### src/noos_pkg.sv
// Shared types and constants for the note onset/offset segmenter.
// Holds the state, configuration and event records and the velocity helper.
// No dependencies.
package noos_pkg;

    // Width of the frame counter and of stored frame indexes.
    localparam int FRAME_BITS = 16;
    localparam int EVENT_FRAME_BITS = 16;
    localparam int PITCH_BITS = 7;
    localparam int AMP_BITS = 16;
    localparam int VEL_BITS = 7;
    localparam int MAX_EVENTS = 4;
    localparam int EV_CNT_BITS = $clog2(MAX_EVENTS + 1);
    localparam int EV_IDX_BITS = $clog2(MAX_EVENTS);
    localparam int CFG_ADDR_BITS = 2;
    localparam int CFG_DATA_BITS = 16;

    typedef logic [FRAME_BITS-1:0] t_frame;

    typedef enum logic [CFG_ADDR_BITS-1:0] {
        REG_PLAY_THRESHOLD  = 2'd0,
        REG_STOP_THRESHOLD  = 2'd1,
        REG_MIN_NOTE_FRAMES = 2'd2,
        REG_VELOCITY_GAIN   = 2'd3
    } t_reg_idx;

    localparam logic KIND_NOTE_OFF = 1'b0;
    localparam logic KIND_NOTE_ON  = 1'b1;

    localparam logic [AMP_BITS-1:0] PLAY_THRESHOLD_RST  = 16'd640;
    localparam logic [AMP_BITS-1:0] STOP_THRESHOLD_RST  = 16'd256;
    localparam logic [7:0]          MIN_NOTE_FRAMES_RST = 8'd8;
    localparam logic [3:0]          VELOCITY_GAIN_RST   = 4'd3;

    typedef struct packed {
        logic [AMP_BITS-1:0] play_threshold;
        logic [AMP_BITS-1:0] stop_threshold;
        logic [7:0]          min_note_frames;
        logic [3:0]          velocity_gain;
    } t_cfg;

    typedef struct packed {
        t_frame                frame_count;
        logic [PITCH_BITS-1:0] tracked_pitch;
        logic [AMP_BITS-1:0]   peak_amp;
        t_frame                peak_frame;
        logic                  playing_flag;
        logic                  start_pending;
        logic                  stop_pending;
        logic                  any_emitted;
        logic                  first_loaded;
    } t_state;

    typedef struct packed {
        logic [AMP_BITS-1:0]   amplitude;
        logic [PITCH_BITS-1:0] this_pitch;
        logic [PITCH_BITS-1:0] next_pitch;
        logic                  next_is_final;
    } t_frame_in;

    typedef struct packed {
        logic                        event_kind;
        logic [EVENT_FRAME_BITS-1:0] event_frame;
        logic [PITCH_BITS-1:0]       note_pitch;
        logic [VEL_BITS-1:0]         velocity;
        logic                        last_of_run;
    } t_event;

    // Integer part of gain * Q8.8 amplitude, limited to 127.
    function automatic logic [VEL_BITS-1:0] velocity_of(input logic [3:0] gain,
                                                         input logic [AMP_BITS-1:0] amp);
        logic [AMP_BITS+3:0] prod;
        prod = (AMP_BITS + 4)'(gain) * (AMP_BITS + 4)'(amp);
        if (prod[AMP_BITS+3:8] > (AMP_BITS - 4)'(127)) begin
            return 7'd127;
        end
        return prod[14:8];
    endfunction

    // Frame index as reported on the event channel: low 16 bits of the counter.
    function automatic logic [EVENT_FRAME_BITS-1:0] event_frame_of(input t_frame f);
        logic [31:0] wide;
        wide = 32'(f);
        return wide[EVENT_FRAME_BITS-1:0];
    endfunction

endpackage

### src/noos_step.sv
// Single-pass update of the segmenter for one frame word.
// Computes the next state and up to four events; depends on noos_pkg.
module noos_step (
    input  noos_pkg::t_state                          i_state,
    input  noos_pkg::t_cfg                            i_cfg,
    input  noos_pkg::t_frame_in                       i_frame,
    output noos_pkg::t_state                          o_state,
    output noos_pkg::t_event [noos_pkg::MAX_EVENTS-1:0] o_events,
    output logic [noos_pkg::EV_CNT_BITS-1:0]          o_count
);

    always_comb begin
        noos_pkg::t_state                  s;
        noos_pkg::t_frame                  n;
        noos_pkg::t_frame                  len;
        noos_pkg::t_frame                  off_frame;
        logic [noos_pkg::PITCH_BITS-1:0]   pitch0;
        logic [noos_pkg::AMP_BITS-1:0]     amp0;
        logic                              same;
        logic                              to_play;
        logic                              to_stop;
        logic                              both;
        logic                              emit_pair;
        logic                              lone_off;
        logic                              flush;
        logic [noos_pkg::EV_CNT_BITS-1:0]  k;

        s = i_state;
        n = i_state.frame_count;
        k = '0;
        o_events = '0;

        if (!s.first_loaded) begin
            s.tracked_pitch = i_frame.this_pitch;
            s.peak_amp      = i_frame.amplitude;
            s.first_loaded  = 1'b1;
        end
        pitch0 = s.tracked_pitch;
        amp0   = s.peak_amp;

        same    = (s.tracked_pitch == i_frame.next_pitch);
        to_play = !s.start_pending && (s.peak_amp >= i_cfg.play_threshold) &&
                  (!s.any_emitted || !same || !s.playing_flag);
        to_stop = s.playing_flag &&
                  ((s.peak_amp < i_cfg.stop_threshold) || i_frame.next_is_final || !same);

        // A note armed at both ends is emitted if long enough, else dropped.
        both = s.start_pending && s.stop_pending;
        len = (n >= s.peak_frame) ? n - s.peak_frame : '0;
        emit_pair = both && (len > noos_pkg::FRAME_BITS'(i_cfg.min_note_frames));
        if (both) begin
            if (emit_pair) begin
                s.peak_frame = n;
                s.peak_amp   = i_frame.amplitude;
            end
            s.start_pending = 1'b0;
            s.stop_pending  = 1'b0;
            s.tracked_pitch = i_frame.this_pitch;
        end
        if (emit_pair) begin
            o_events[k[noos_pkg::EV_IDX_BITS-1:0]] = '{
                event_kind:  noos_pkg::KIND_NOTE_ON,
                event_frame: noos_pkg::event_frame_of(i_state.peak_frame),
                note_pitch:  pitch0,
                velocity:    noos_pkg::velocity_of(i_cfg.velocity_gain, amp0),
                last_of_run: 1'b0};
            k = k + 1'b1;
            o_events[k[noos_pkg::EV_IDX_BITS-1:0]] = '{
                event_kind:  noos_pkg::KIND_NOTE_OFF,
                event_frame: noos_pkg::event_frame_of(n),
                note_pitch:  pitch0,
                velocity:    '0,
                last_of_run: 1'b0};
            k = k + 1'b1;
        end

        // A stop with no start armed gives a note-off on its own.
        lone_off = s.stop_pending && !s.start_pending;
        if (lone_off) begin
            o_events[k[noos_pkg::EV_IDX_BITS-1:0]] = '{
                event_kind:  noos_pkg::KIND_NOTE_OFF,
                event_frame: noos_pkg::event_frame_of(n),
                note_pitch:  s.tracked_pitch,
                velocity:    '0,
                last_of_run: 1'b0};
            k = k + 1'b1;
            s.playing_flag = 1'b0;
            s.peak_amp     = '0;
            s.stop_pending = 1'b0;
        end

        if (!s.stop_pending && (s.peak_amp < i_frame.amplitude)) begin
            s.peak_amp   = i_frame.amplitude;
            s.peak_frame = n;
        end

        if (to_play) begin
            s.start_pending = 1'b1;
            s.playing_flag  = 1'b1;
            s.peak_frame    = n;
        end
        if (to_stop) begin
            s.stop_pending = 1'b1;
            s.playing_flag = 1'b0;
        end

        // Before the last frame, a fully armed note goes out with its off
        // time one frame later.
        flush = i_frame.next_is_final && s.start_pending && s.stop_pending;
        off_frame = (n != '1) ? n + 1'b1 : n;
        if (flush) begin
            o_events[k[noos_pkg::EV_IDX_BITS-1:0]] = '{
                event_kind:  noos_pkg::KIND_NOTE_ON,
                event_frame: noos_pkg::event_frame_of(s.peak_frame),
                note_pitch:  s.tracked_pitch,
                velocity:    noos_pkg::velocity_of(i_cfg.velocity_gain, s.peak_amp),
                last_of_run: 1'b0};
            k = k + 1'b1;
            o_events[k[noos_pkg::EV_IDX_BITS-1:0]] = '{
                event_kind:  noos_pkg::KIND_NOTE_OFF,
                event_frame: noos_pkg::event_frame_of(off_frame),
                note_pitch:  s.tracked_pitch,
                velocity:    '0,
                last_of_run: 1'b0};
            k = k + 1'b1;
            s.start_pending = 1'b0;
            s.stop_pending  = 1'b0;
        end

        if (k != '0) begin
            s.any_emitted = 1'b1;
            o_events[noos_pkg::EV_IDX_BITS'(k - 1'b1)].last_of_run = 1'b1;
        end

        if (n != '1) begin
            s.frame_count = n + 1'b1;
        end

        o_state = s;
        o_count = k;
    end

endmodule

### src/note_onset_offset_segmenter_top.sv
// Top level of the monophonic note onset/offset segmenter.
// Instantiates noos_step; depends on noos_pkg.
//
// Usage:
//   Frame words enter on the s_axis channel, one analysis frame per word.
//   Each frame causes zero to four note events, which leave on m_axis one
//   word per cycle while m_axis_tready is high; tlast marks the last event caused by a frame and tuser
//   carries the event kind (1 note on, 0 note off).
//   Thresholds, minimum note length and velocity gain are written through
//   i_cfg_we / i_cfg_addr / i_cfg_wdata while the block is idle.
// Dataflow:
//   An accepted frame is held in the input register; the update runs
//   between that register and the four-entry event buffer, so the first
//   event is valid once the frame has been loaded into the buffer. A new
//   frame is taken from the input register only when the buffer is empty or
//   its last event is leaving through the single event output port.
// Reset and stalls:
//   Reset clears the segmenter state and restores the register defaults.
//   When m_axis_tready is low the buffer holds; the input register still
//   takes one more frame, after which s_axis_tready drops.
module note_onset_offset_segmenter_top (
    input  logic        i_clk,
    input  logic        i_rst_n,
    input  logic        s_axis_tvalid,
    output logic        s_axis_tready,
    // amplitude[15:0], this_pitch[22:16], next_pitch[29:23], next_is_final[30]
    input  logic [31:0] s_axis_tdata,
    output logic        m_axis_tvalid,
    input  logic        m_axis_tready,
    // event_frame[15:0], note_pitch[22:16], velocity[29:23]
    output logic [31:0] m_axis_tdata,
    // event_kind[0]
    output logic [0:0]  m_axis_tuser,
    output logic        m_axis_tlast,
    input  logic        i_cfg_we,
    input  logic [noos_pkg::CFG_ADDR_BITS-1:0] i_cfg_addr,
    input  logic [noos_pkg::CFG_DATA_BITS-1:0] i_cfg_wdata
);

    noos_pkg::t_cfg      r_cfg;
    noos_pkg::t_state    r_state;
    noos_pkg::t_state    n_state;
    noos_pkg::t_frame_in r_in;
    logic                r_in_valid;
    noos_pkg::t_event    r_ev [noos_pkg::MAX_EVENTS];
    logic [noos_pkg::EV_CNT_BITS-1:0] r_left;
    logic [noos_pkg::EV_IDX_BITS-1:0] r_rd;

    noos_pkg::t_event [noos_pkg::MAX_EVENTS-1:0] w_events;
    logic [noos_pkg::EV_CNT_BITS-1:0] w_count;
    logic w_out_fire;
    logic w_buf_free;
    logic w_take;
    noos_pkg::t_event w_head;

    assign w_out_fire = m_axis_tvalid && m_axis_tready;
    assign w_buf_free = (r_left == '0) || ((r_left == noos_pkg::EV_CNT_BITS'(1)) && w_out_fire);
    assign w_take = r_in_valid && w_buf_free;
    assign s_axis_tready = !r_in_valid || w_take;

    noos_step u_step (
        .i_state  (r_state),
        .i_cfg    (r_cfg),
        .i_frame  (r_in),
        .o_state  (n_state),
        .o_events (w_events),
        .o_count  (w_count)
    );

    // Configuration registers.
    always_ff @(posedge i_clk) begin
        if (!i_rst_n) begin
            r_cfg.play_threshold  <= noos_pkg::PLAY_THRESHOLD_RST;
            r_cfg.stop_threshold  <= noos_pkg::STOP_THRESHOLD_RST;
            r_cfg.min_note_frames <= noos_pkg::MIN_NOTE_FRAMES_RST;
            r_cfg.velocity_gain   <= noos_pkg::VELOCITY_GAIN_RST;
        end else if (i_cfg_we) begin
            case (noos_pkg::t_reg_idx'(i_cfg_addr))
                noos_pkg::REG_PLAY_THRESHOLD:  r_cfg.play_threshold  <= i_cfg_wdata;
                noos_pkg::REG_STOP_THRESHOLD:  r_cfg.stop_threshold  <= i_cfg_wdata;
                noos_pkg::REG_MIN_NOTE_FRAMES: r_cfg.min_note_frames <= i_cfg_wdata[7:0];
                noos_pkg::REG_VELOCITY_GAIN:   r_cfg.velocity_gain   <= i_cfg_wdata[3:0];
                default: ;
            endcase
        end
    end

    // Input register.
    always_ff @(posedge i_clk) begin
        if (!i_rst_n) begin
            r_in_valid <= 1'b0;
        end else if (s_axis_tready) begin
            r_in_valid <= s_axis_tvalid;
        end
    end

    always_ff @(posedge i_clk) begin
        if (s_axis_tvalid && s_axis_tready) begin
            r_in <= '{
                amplitude:     s_axis_tdata[15:0],
                this_pitch:    s_axis_tdata[22:16],
                next_pitch:    s_axis_tdata[29:23],
                next_is_final: s_axis_tdata[30]};
        end
    end

    // Segmenter state advances once per frame taken from the input register.
    always_ff @(posedge i_clk) begin
        if (!i_rst_n) begin
            r_state <= '0;
        end else if (w_take) begin
            r_state <= n_state;
        end
    end

    // Event buffer: loaded whole by one frame, drained one word per cycle while m_axis_tready is high.
    always_ff @(posedge i_clk) begin
        if (!i_rst_n) begin
            r_left <= '0;
            r_rd   <= '0;
        end else if (w_take) begin
            r_left <= w_count;
            r_rd   <= '0;
        end else if (w_out_fire) begin
            r_left <= r_left - 1'b1;
            r_rd   <= r_rd + 1'b1;
        end
    end

    always_ff @(posedge i_clk) begin
        if (w_take) begin
            for (int i = 0; i < noos_pkg::MAX_EVENTS; i++) begin
                r_ev[i] <= w_events[i];
            end
        end
    end

    assign w_head        = r_ev[r_rd];
    assign m_axis_tvalid = (r_left != '0);
    assign m_axis_tdata  = {2'b00, w_head.velocity, w_head.note_pitch, w_head.event_frame};
    assign m_axis_tuser  = w_head.event_kind;
    assign m_axis_tlast  = w_head.last_of_run;

    // The buffer never holds more events than one frame can cause.
    a_left_bound: assert property (@(posedge i_clk) disable iff (!i_rst_n)
        r_left <= noos_pkg::EV_CNT_BITS'(noos_pkg::MAX_EVENTS))
        else $error("event buffer count out of range");

    // The stored last-of-run mark agrees with the drain count.
    a_last_marks_end: assert property (@(posedge i_clk) disable iff (!i_rst_n)
        m_axis_tvalid |-> (m_axis_tlast == (r_left == noos_pkg::EV_CNT_BITS'(1))))
        else $error("tlast does not match remaining event count");

    // A new frame is processed only when the buffer is empty or its last event is leaving.
    a_no_overwrite: assert property (@(posedge i_clk) disable iff (!i_rst_n)
        w_take |-> ((r_left == '0) || ((r_left == noos_pkg::EV_CNT_BITS'(1)) && w_out_fire)))
        else $error("event buffer overwritten before drained");

    // The peak frame never runs ahead of the frame counter.
    a_peak_order: assert property (@(posedge i_clk) disable iff (!i_rst_n)
        r_state.peak_frame <= r_state.frame_count)
        else $error("peak frame beyond frame counter");

endmodule

### config.mk
export PLATFORM = sky130hd
export DESIGN_NAME = note_onset_offset_segmenter_top
export DESIGN_NICKNAME = d
export VERILOG_FILES = /design/src/noos_pkg.sv /design/src/noos_step.sv /design/src/note_onset_offset_segmenter_top.sv
export SDC_FILE = /design/constraint.sdc
export NUM_CORES = 1
export LEC_CHECK = 0
export CAP_MARGIN = 20
export CORE_MARGIN = 1
export CORE_UTILIZATION = 45
export DETAILED_ROUTE_END_ITERATION = 8
export DONT_BUFFER_PORTS = 1
export HOLD_SLACK_MARGIN = 0.05
export SLEW_MARGIN = 20
export SYNTH_ARGS = -nofsm -noshare
export SYNTH_HDL_FRONTEND = slang
export SYNTH_HIERARCHICAL = 1
export SYNTH_SLANG_ARGS = --single-unit
### constraint.sdc
create_clock -name i_clk -period 21.7 [get_ports i_clk]
set_input_delay 1.085 -clock i_clk [delete_from_list [all_inputs] [get_ports i_clk]]
set_output_delay 1.085 -clock i_clk [all_outputs]
set_load 0.02 [all_outputs]
==> impl_metrics.env, run 1 <==
export IMPL_finalSetupViolCount=0
export IMPL_grt_max_degree=125
export IMPL_drive_gt1_share_pct=7.33
export IMPL_ys_types=82
export IMPL_cap_violations=0
export IMPL_overflow=0
export IMPL_p_per_area_nw_per_um2=110
export IMPL_period_share_pct=60.0
export IMPL_grt_pass1_wl_um=74700
export IMPL_dpl_cell_area_sq_um=18900
export IMPL_synthXorXnorAreaFrac_pct=1.83
export IMPL_dr_pass1_iters=6
export IMPL_chipHeight_um=206
export IMPL_status="finished clean"
export IMPL_io_buffers=0
export IMPL_crit_path_end_kind="flop"
export IMPL_synth_compound_area_share_pct=14.6
export IMPL_async_flop_share_pct=0
export IMPL_skew_ps=14.2
export IMPL_rows=74
export IMPL_ys_flop_type="edfxtp_1"
export IMPL_syn_area_sq_um=18700
export IMPL_fillCellCount=3798
export IMPL_worstMarginPinSlew_ps=1080
export IMPL_fin_ws_ps=8670
export IMPL_synth_commonest_cells="nand2_1 (345), inv_1 (171), edfxtp_1 (159)"
export IMPL_ys_seq_elements=271
export IMPL_place_congestion=0.872
export IMPL_synth_top_cell_area_share_pct=25.6
export IMPL_rsz0062_at_grt="no"
export IMPL_stdcell_area_sq_um=19900
export IMPL_power_total_w=0.00218
export IMPL_post_cts_resized=0
export IMPL_synth_adder_area_share_pct=13.8
export IMPL_antennaDiodeCount=0
export IMPL_post_place_ws_ps=8740
export IMPL_p_leak_nw=8.10
export IMPL_clockBufferDepth=3
export IMPL_vias_per_cell=5.54
export IMPL_ir_worst_vdd_mv=0.0666
export IMPL_routed_wl_um=46900
export IMPL_synth_cells=1978
export IMPL_clkLatencyLatePin_ps=590
export IMPL_avgSynthCellArea_sq_um=9.43
export IMPL_synth_top_family_by_area="simple AND/OR/NAND/NOR gates"
export IMPL_synth_seq_area_share_pct=37.6
export IMPL_dp_cells=2424
export IMPL_cp_arrival_ps=13330
export IMPL_finalNonFillerCells=2482
export IMPL_antenna_left=0
export IMPL_drv_slew=0
export IMPL_die_w_um=206
export IMPL_multi_input_area_sq_um=10400
export IMPL_cp_common_cell="a21oi_1"
export IMPL_vias=13800
export IMPL_min_period_ps=13030
export IMPL_cts_tree="yes"
export IMPL_synth_top_cell_by_area="edfxtp_1"
export IMPL_grt_use_total_pct=22.7
export IMPL_antenna_found_initial=0
export IMPL_cts_hold_buf=0
export IMPL_max_slew_margin_pct=27.9
export IMPL_drtIter0Drc=957
export IMPL_synth_area_top_cells="edfxtp_1 (26%), dfxtp_1 (12%), ha_1 (7.9%), nand2_1 (6.9%), fa_1 (5.9%)"
export IMPL_crit_slowest_cell="or4_1"
export IMPL_routedWlPerCell_um=18.9
export IMPL_max_freq_mhz=76.7
export IMPL_first_global_vias=13500
export IMPL_cts_buffers=31
export IMPL_regArea_sq_um=7020
export IMPL_die_area_sq_um=42300
export IMPL_synth_edf_count=159
export IMPL_hold_viol_final=0
export IMPL_post_cts_buffers=0
export IMPL_synth_simple_area_share_pct=17.6
export IMPL_area_delta_synth_final_pct=6.65
export IMPL_synth_most_common_cell="nand2_1"
export IMPL_hpwlAfterDp_um=32600
export IMPL_yosys_warnings=6
export IMPL_final_setup_tns_ps=0
export IMPL_critPathLaunchType="flop"
export IMPL_initial_core_util_pct=45.7
export IMPL_nets=2153
export IMPL_hold_class="flop to flop"
export IMPL_max_stage_delay_ps=630
export IMPL_cp_required_ps=22000
export IMPL_cts_sinks=271
export IMPL_clkTransAtPathRegs_ps=60
export IMPL_root_buffer="clkbuf_16"
export IMPL_cp_max_fo=53
export IMPL_io_pins=91
export IMPL_synthMuxAreaShare_pct=6.86
export IMPL_core_area_sq_um=40800
export IMPL_drc_errors=0
export IMPL_crit_type="flop to flop"
export IMPL_cts_max_level=1
[final timing paths]
check              startpoint     endpoint  slack (ps)  cells past startpoint
setup / recovery  r_state[44]   r_ev[1][3]        8670                     48
hold / removal    r_state[34]  r_state[34]         450                      2
setup reg to reg  r_state[44]   r_ev[1][3]        8670                     48
hold reg to reg   r_state[34]  r_state[34]         450                      2
[layer usage]
layer | global-route usage (%) | vias up | part of all wire (%)
li1 | - | 6694 | -
met1 | 31.2 | 6618 | 46
met2 | 36.5 | 358 | 45
met3 | 3.28 | 88 | 5.3
met4 | 7.28 | 0 | 2.9
met5 | 0 | - | 0
[metrics by stage]
stage	hold slack, ps	util [%]
after floorplan	435	-
after global placement	441	46.2
after detailed placement	448	46.2
after CTS	458	48.7
after global routing	474	48.7
final	454	48.7
[worst max-delay path, delay by kind of cell (launching register included)]
family                   cells  cell delay (ps)
AND/OR/NAND/NOR             15             3670
flip-flops                   1              380
AO/OA/AOI/OAI               20             5110
buffers and inverters        6              960
adder cells (fa/ha/maj)      7             2580
[cells by family after synthesis]
group,Yosys count
simple gates,698
compound gates,393
buf+inv,316
flops,271
fa+ha+maj,173
mux,85
xor+xnor,39
other cells,3
[layout by cell type (no fill, tap or decap), types with 8 or more instances in the layout]
cell         n
a211oi_1    11
a21boi_0    40
a21boi_1    60
a21o_1      35
a21oi_1     65
a221o_1     12
a22o_1      23
a31oi_1     10
and2_1      34
and3_1      32
buf_4       16
clkbuf_16   32
conb_1      44
dfxtp_1    110
edfxtp_1   159
fa_1        55
ha_1       118
inv_1      171
mux2_1      10
mux2_2      13
mux2i_1     30
mux4_2      32
nand2_1    345
nand2b_1    17
nand3_1     33
nand4_1     14
nor2_1      87
nor2b_1     52
nor3_1      33
nor4_1       8
o21a_1      12
o21ai_0     48
o21ai_1     24
or3_1        8
xnor2_1     24
xor2_1      15
[registers in the layout, summed over array words and instances, names as in the netlist, named ones only]
register / cells
r_state: 60
r_rd: 2
r_ev: 128
r_in: 31
r_in_valid: 1
r_cfg: 44
r_left: 3
[cell type report]
class / instances / area share, %
Multi-Input combinational cell: 1432 / 52.3
Sequential cell: 271 / 35.3
Clock buffer: 41 / 4.50
Tap cell: 532 / 3.34
Inverter: 173 / 3.30
Clock inverter: 17 / 0.692
Timing Repair Buffer: 16 / 0.604
[where the power goes]
group	switching (W)	internal [W]
clock network	0.000222	0.000303
logic	0.000621	0.000359
registers	0.0000360	0.000642
total	0.000879	0.00130
Power figures use the tool's default switching activity.
==> inputs of run 2 (changes only) <==
==> constraint.sdc (replaced) <==
create_clock -name i_clk -period 12.1 [get_ports i_clk]
set_input_delay 0.605 -clock i_clk [delete_from_list [all_inputs] [get_ports i_clk]]
set_output_delay 0.605 -clock i_clk [all_outputs]
set_load 0.02 [all_outputs]
==> run 2 against run 1 <==
Compared with the run above:
- register-to-register slack lost 7900 ps
- core utilization grew 0.83 points
- non-clock buffer count grew 26
- setup slack lost 7900 ps
- critical path type unchanged
- maximum frequency grew 15%
- first-iteration DRC count grew 8.8%
==> impl_metrics.env, run 2 (synthesis results as in run 1) <==
export IMPL_met1_length_um=21700
export IMPL_io_buffers=0
export IMPL_cp_arrival_ps=11660
export IMPL_cp_num_buf_inv=4
export IMPL_top_regs="r_ev: 128 flops, r_state: 60 flops, r_cfg: 44 flops"
export IMPL_chipHeight_um=206
export IMPL_cts_hold_buf=0
export IMPL_cp_required_ps=12390
export IMPL_final_cell_mix="nand2_1 (345), inv_1 (171), edfxtp_1 (159)"
export IMPL_p_per_area_nw_per_um2=201
export IMPL_wl_met3_um=2990
export IMPL_drtIter0Drc=1041
export IMPL_finalSetupViolCount=0
export IMPL_first_global_vias=13700
export IMPL_crit_slowest_cell="or4_1"
export IMPL_final_setup_tns_ps=0
export IMPL_die_w_um=206
export IMPL_core_area_sq_um=40800
export IMPL_rsz0062_at_grt="no"
export IMPL_wl_met2_um=22000
export IMPL_top_register="r_ev"
export IMPL_grt_max_degree=125
export IMPL_area_delta_synth_final_pct=8.48
export IMPL_place_congestion=0.865
export IMPL_cts_sinks=271
export IMPL_max_slew_margin_pct=13.2
export IMPL_p_leak_nw=8.28
export IMPL_max_freq_mhz=87.9
export IMPL_hpwlAfterDp_um=33000
export IMPL_top_layer_used="met4"
export IMPL_clkTransAtPathRegs_ps=60
export IMPL_status="finished clean"
export IMPL_die_area_sq_um=42300
export IMPL_cts_max_level=2
export IMPL_largest_reg_flops=128
export IMPL_crit_path_end_kind="flop"
export IMPL_clkLatencyLatePin_ps=550
export IMPL_cap_violations=0
export IMPL_clockBufferDepth=3
export IMPL_io_pins=91
export IMPL_ir_worst_vdd_mv=0.130
export IMPL_nets=2184
export IMPL_timing_hold_ws_ps=154
export IMPL_drc_errors=0
export IMPL_vias=13800
export IMPL_grt_pass1_wl_um=75600
export IMPL_critPathTopFamily="compound AO/OA/AOI/OAI gates"
export IMPL_post_place_ws_ps=531
export IMPL_fillCellCount=3771
export IMPL_hold_class="input port to flop"
export IMPL_drive_gt1_share_pct=8.83
export IMPL_dr_pass1_iters=6
export IMPL_cp_max_fo=14
export IMPL_max_stage_delay_ps=570
export IMPL_hold_viol_final=0
export IMPL_skew_ps=20.6
export IMPL_utilization_pct=49.6
export IMPL_overflow=0
export IMPL_crit_type="flop to flop"
export IMPL_routedWlPerCell_um=19.0
export IMPL_worstMarginPinSlew_ps=1290
export IMPL_antenna_found_initial=1
export IMPL_antenna_left=0
export IMPL_cts_buffers=35
export IMPL_min_period_ps=11370
export IMPL_drv_slew=0
export IMPL_period_share_pct=94.0
export IMPL_cts_tree="yes"
export IMPL_grt_use_total_pct=23.0
export IMPL_rows=74
export IMPL_critPathLaunchType="flop"
export IMPL_vias_per_cell=5.50
export IMPL_routed_wl_um=47700
export IMPL_timing_reg2reg_setup_slack_ps=730
export IMPL_layout_commonest_cell="nand2_1"
export IMPL_root_buffer="clkbuf_16"
export IMPL_power_total_w=0.00408
export IMPL_initial_core_util_pct=45.7
export IMPL_fin_ws_ps=729
[run 2: changes by cell type in the layout (fill, tap and decap cells not counted), sizes merged]
cell      change
a31oi         +1
buf          +26
clkbuf        +8
clkinv        +1
clkinvlp      -2
diode         +1
inv           -3
[run 2: what timing repair did]
action | in CTS | in global routing
buffers inserted | 0 | 1
resized for setup | 0 | 7
setup endpoints to repair | 0 | 14
[run 2: power breakdown]
part	internal [W]	leakage, nW	switching, W
Clock	0.000601	0.555	0.000408
Combinational	0.000710	5.31	0.00114
Sequential	0.00115	2.42	0.0000678
[run 2: metrics by stage]
| stage | cell area [sq um] | cells |
|---|---|---|
| 3_5_place_dp | 19000 | 2448 |
| 2_1_floorplan | 18800 | 2019 |
| 3_3_place_gp | 19000 | 2448 |
| 5_1_grt | 20200 | 2513 |
| 4_1_cts | 20200 | 2510 |
| 6_report | 20200 | 2514 |
[run 2: final cells by class]
class / instances / area [sq um] / share of cell area [%]
repair buffers: 42 / 335 / 1.66
multi-input cells: 1433 / 10400 / 51.6
well taps: 532 / 666 / 3.29
flip-flops and latches: 271 / 7020 / 34.7
inverters: 173 / 654 / 3.23
clock buffers: 49 / 1000 / 4.94
clock inverters: 13 / 119 / 0.587
diodes: 1 / 2.50 / 0.0124
[run 2: final timing paths]
path	start	endpoint	depth (start not counted)
hold reg to reg	r_state[26]	r_state[26]	2
hold / removal	s_axis_tdata[7]	r_in[22]	0
setup reg to reg	r_state[5]	r_ev[0][5]	46
setup / recovery	r_state[5]	r_ev[0][5]	46
[run 2: layer usage]
layer  GRT usage [%]  up-vias
met5               0        -
met4            6.38        0
met3            4.34       73
met2            37.8      377
met1            30.9     6639
li1                -     6741
